==> src/rtl/dch_pkg.sv <==
`default_nettype none

package dch_pkg;

  typedef enum logic {
    CMD_ADD   = 1'b0,
    CMD_QUERY = 1'b1
  } cmd_e;

  typedef struct packed {
    logic       command;
    logic [7:0] red;
    logic [7:0] green;
    logic [7:0] blue;
    logic       last_of_set;
  } in_word_t;

  typedef struct packed {
    logic        hit;
    logic [7:0]  entry_index;
    logic [23:0] color_count;
    logic        dropped_full;
    logic [8:0]  distinct_colors;
    logic        any_hit;
  } out_word_t;

  // control part of the probe that walks the cell row
  typedef struct packed {
    logic vld;
    cmd_e cmd;
    logic last;
    logic found;
    logic ins;
  } tok_ctl_t;

  localparam int unsigned KeyW = 24;

endpackage

`default_nettype wire

==> src/rtl/dch_cell.sv <==
`default_nettype none

module dch_cell #(
  parameter int unsigned IDX = 0,
  parameter int unsigned IW  = 8,
  parameter int unsigned UW  = 9,
  parameter int unsigned CW  = 24
) (
  input  wire logic                  clk_i,
  input  wire logic                  rst_ni,
  input  wire logic [UW-1:0]         used_i,
  input  wire dch_pkg::tok_ctl_t     ctl_i,
  input  wire logic [dch_pkg::KeyW-1:0] key_i,
  input  wire logic [IW-1:0]         slot_i,
  input  wire logic [CW-1:0]         cnt_i,
  output dch_pkg::tok_ctl_t          ctl_o,
  output logic [dch_pkg::KeyW-1:0]   key_o,
  output logic [IW-1:0]              slot_o,
  output logic [CW-1:0]              cnt_o
);

  logic [dch_pkg::KeyW-1:0] key_q;
  logic [CW-1:0]            cnt_q;
  logic [CW-1:0]            cnt_inc;
  logic                     match;
  logic                     ins;

  dch_pkg::tok_ctl_t        ctl_d, ctl_q;
  logic [IW-1:0]            slot_d, slot_q;
  logic [CW-1:0]            cnt_d, cnt_tok_q;
  logic [dch_pkg::KeyW-1:0] key_tok_q;

  assign cnt_inc = (cnt_q == {CW{1'b1}}) ? cnt_q : cnt_q + CW'(1);

  // only slots below the fill count hold colors
  assign match = ctl_i.vld && !ctl_i.found && (UW'(IDX) < used_i) && (key_q == key_i);
  // first free slot takes a missed add
  assign ins   = ctl_i.vld && !ctl_i.found && (ctl_i.cmd == dch_pkg::CMD_ADD) &&
                 (UW'(IDX) == used_i);

  always_comb begin
    ctl_d  = ctl_i;
    slot_d = slot_i;
    cnt_d  = cnt_i;
    if (match) begin
      ctl_d.found = 1'b1;
      slot_d      = IW'(IDX);
      cnt_d       = (ctl_i.cmd == dch_pkg::CMD_ADD) ? cnt_inc : cnt_q;
    end else if (ins) begin
      ctl_d.ins = 1'b1;
      slot_d    = IW'(IDX);
      cnt_d     = CW'(1);
    end
  end

  always_ff @(posedge clk_i or negedge rst_ni) begin
    if (!rst_ni) begin
      ctl_q <= '0;
    end else begin
      ctl_q <= ctl_d;
    end
  end

  always_ff @(posedge clk_i) begin
    slot_q    <= slot_d;
    cnt_tok_q <= cnt_d;
    key_tok_q <= key_i;
    if (match && (ctl_i.cmd == dch_pkg::CMD_ADD)) begin
      cnt_q <= cnt_inc;
    end else if (ins) begin
      key_q <= key_i;
      cnt_q <= CW'(1);
    end
  end

  assign ctl_o  = ctl_q;
  assign key_o  = key_tok_q;
  assign slot_o = slot_q;
  assign cnt_o  = cnt_tok_q;

endmodule

`default_nettype wire

==> config.mk <==
export PLATFORM = sky130hd
export DESIGN_NAME = dch_cell
export DESIGN_NICKNAME = d
export VERILOG_FILES = /design/src/rtl/dch_pkg.sv /design/src/rtl/dch_cell.sv
export SDC_FILE = /design/constraint.sdc
export NUM_CORES = 1
export LEC_CHECK = 0
export BUFFER_PORTS_ARGS = -buffer_cell sky130_fd_sc_hd__buf_2
export CORE_ASPECT_RATIO = 0.75
export CORE_UTILIZATION = 55
export DETAILED_ROUTE_END_ITERATION = 10
export GPL_TIMING_DRIVEN = 1
export HOLD_SLACK_MARGIN = 0.15
export PLACE_DENSITY = 0.94
export SLEW_MARGIN = 20
export SYNTH_ARGS = -nofsm -noshare
export SYNTH_HDL_FRONTEND = slang
export SYNTH_SLANG_ARGS = --single-unit
export TNS_END_PERCENT = 30
==> constraint.sdc <==
create_clock -name clk_i -period 5.1 [get_ports clk_i]
set_clock_uncertainty 0.2 [all_clocks]
set_input_delay 0.51 -clock clk_i [delete_from_list [all_inputs] [get_ports clk_i]]
set_output_delay 0.51 -clock clk_i [all_outputs]
set_load 0.02 [all_outputs]
==> results.cfg <==
[logic_synthesis]
synth_largest_area_cell = edfxtp_1
synth_top_flop_cell = dfxtp_1
synth_cell_type_count = 43
syn-num-nets = 481
synth_cells = 408
synth_edf_count = 48
avgSynthCellArea_um2 = 11.07
synthTopCellsByArea = edfxtp_1 32%, dfxtp_1 25%, xnor2_1 6.2%
yosys.area.top_type_share_pct = 31.91
ys_seq_area_share_pct = 59.50
netlist_area_um2 = 4517
synth-async-reset-ratio_pct = 4.587
ys.warnings.count = 0
ys_seq_elements = 109

[global_route]
grt_pass1_wl_mm = 18.17
track_usage_pct = 28.16
gr-total-overflow = 0
grt_max_degree = 57
antenna_found_initial = 0
grt_pass1_vias = 3693

[die]
fp.coreArea_um2 = 7918
die_x_um = 106.6
dieArea_um2 = 8582
rows = 28
initial_core_util_pct = 57.05
ios = 133
die_y_um = 80.48

[finish]
mostFrequentLayoutCell = buf_2
fin_cells = 678
area_growth_pct = 28.59
layout-drive-gt1-share_pct = 27.75
mostFrequentLayoutCells = 132 x buf_2, 56 x dfxtp_1, 49 x nor2_1
final_net_count = 641
fin_util_pct = 73.36
num_antenna_cells = 0

[routing]
drt_pass1_iterations = 5
wl_mm = 11.76
wl_per_cell_um = 17.35
ant_nets = 0
vias = 3833
viasPerCell = 5.653
drt_iter0_drc = 432
drc = 0

[clock_network]
clk_pin_slew_ns = 0.10
ctsResizeCount = 0
cts_root_buf = clkbuf_8
cts_sinks = 109
cts_made_buffers = 9
worstSkewPairLatency_ns = 0.38
cts_tree = built
cts_max_level = 3
clk_path_buf_depth = 2

[place]
place.gp.congestion = 0.8513
place_ws_ns = 1.329
post-dp-hpwl_mm = 7.271
dp.cells = 622
port_buffers = 132

[timing]
hold_violations = 0
finalCritPeriodShare_pct = 79.48
worst_pin_slew_ns = 1.043
setup_ws_ns = 1.046
relSlewSlack_pct = 30.38
slew_violations = 0
fin_setup_tns_ns = 0
rsz0062_at_grt = false
setup_viol_count_final = 0
post-route-min-period_ns = 4.054
fmax_mhz = 246.7

[power]
peakVddDrop_uv = 163.4
power.total_mw = 1.639
power.density_nw_per_um2 = 282.1
p_leak_nw = 2.347

[critical_path]
crit_arrival_ns = 3.85
endpoint_kind = flop
cp_data_required_time_ns = 4.90
crit_path_start_kind = input port
reg2reg_slack_ns = 1.45
crit_fanout = 24
worstSetupPathType = input port to flop

[hold_path]
hp-class = input port to flop

[flow_run]
drv_cap = 0

[outcome]
status = finished clean
cells in the mapped netlist, types with 8 or more instances:
cell type,number
dfxtp_1,56
nor4_1,8
nor3_1,13
xor2_1,28
nand3_1,34
clkbuf_1,15
o21ai_1,12
nor2_1,49
and3_1,14
nand2_1,19
nand4_1,12
o21ai_0,13
edfxtp_1,48
xnor2_1,32
cells by family after synthesis:
family                     count (synthesis)  share of synthesized area (%)
AOI/OAI and AO/OA                         40                          5.651
buffers and inverters                     27                          2.742
muxes                                      3                         0.6648
adders and majority gates                  1                         0.2770
DFF                                      109                          59.50
xor gates and xnor gates                  60                          11.63
and+or+nand+nor                          168                          19.53
where the power goes:
part	total, mW	internal (mW)	leakage [nW]	switching (mW)
clock network	0.552	0.239	0.106	0.313
logic	0.148	0.0686	1.24	0.0797
registers	0.939	0.932	1.00	0.00639
metrics by stage:
stage | hold slack (ns) | instance area, um^2
finish | 0.1594 | 5808
global route | 0.1564 | 5808
CTS | 0.1502 | 5788
detailed placement | 0.1305 | 5204
global placement | 0.1249 | 5204
floorplan | 0.01441 | 4517
final timing paths:
path,start,to,cells past startpoint
worst max register to register,key_q[2],cnt_q[21],6
worst min register to register,cnt_q[11],cnt_o[11],2
min in group asynchronous,rst_ni,ctl_o[2],2
max in group asynchronous,rst_ni,ctl_o[4],2
worst min-delay path,cnt_i[13],cnt_o[13],3
worst max-delay path,key_i[2],cnt_q[21],8
layer usage:
layer  share of wire (%)  track usage, %  vias up
met5                   0               0        -
li1                    -               -     1760
met3                 9.6           6.006       42
met1                  38           33.65     1757
met4                 3.4           11.23        0
met2                  49           49.81      274
final cells by class:
| type | instances | area [um^2] |
|---|---|---|
| clock buffer | 10 | 127.6 |
| tap | 105 | 131.4 |
| fill | 520 | 2110 |
| multi-input combinational | 272 | 1705 |
| sequential | 109 | 2688 |
| inverter | 3 | 11.26 |
| clock inverter | 6 | 76.32 |
| timing repair buffer | 173 | 1069 |
worst max-delay path, stage by stage:
cell and delay [ns]:
dlygate4sd3_1 0.53, buf_2 0.14, xor2_1 0.16, nor4_1 0.59, nand4_1 0.15, nor2_1 0.26, nand2_1 0.52, nand2_1 0.98
flip-flops by register name, indices dropped and copies added, names as in the netlist:
signal,cells
key_q,24
cnt_o,24
cnt_q,24
ctl_o,5
slot_o,8
key_o,24
timing repair:
action | CTS | global route
setup buffers | 0 | 0
hold endpoints to repair | 61 | 2
hold buffers | 38 | 2
(Power assumes the default switching activity.)
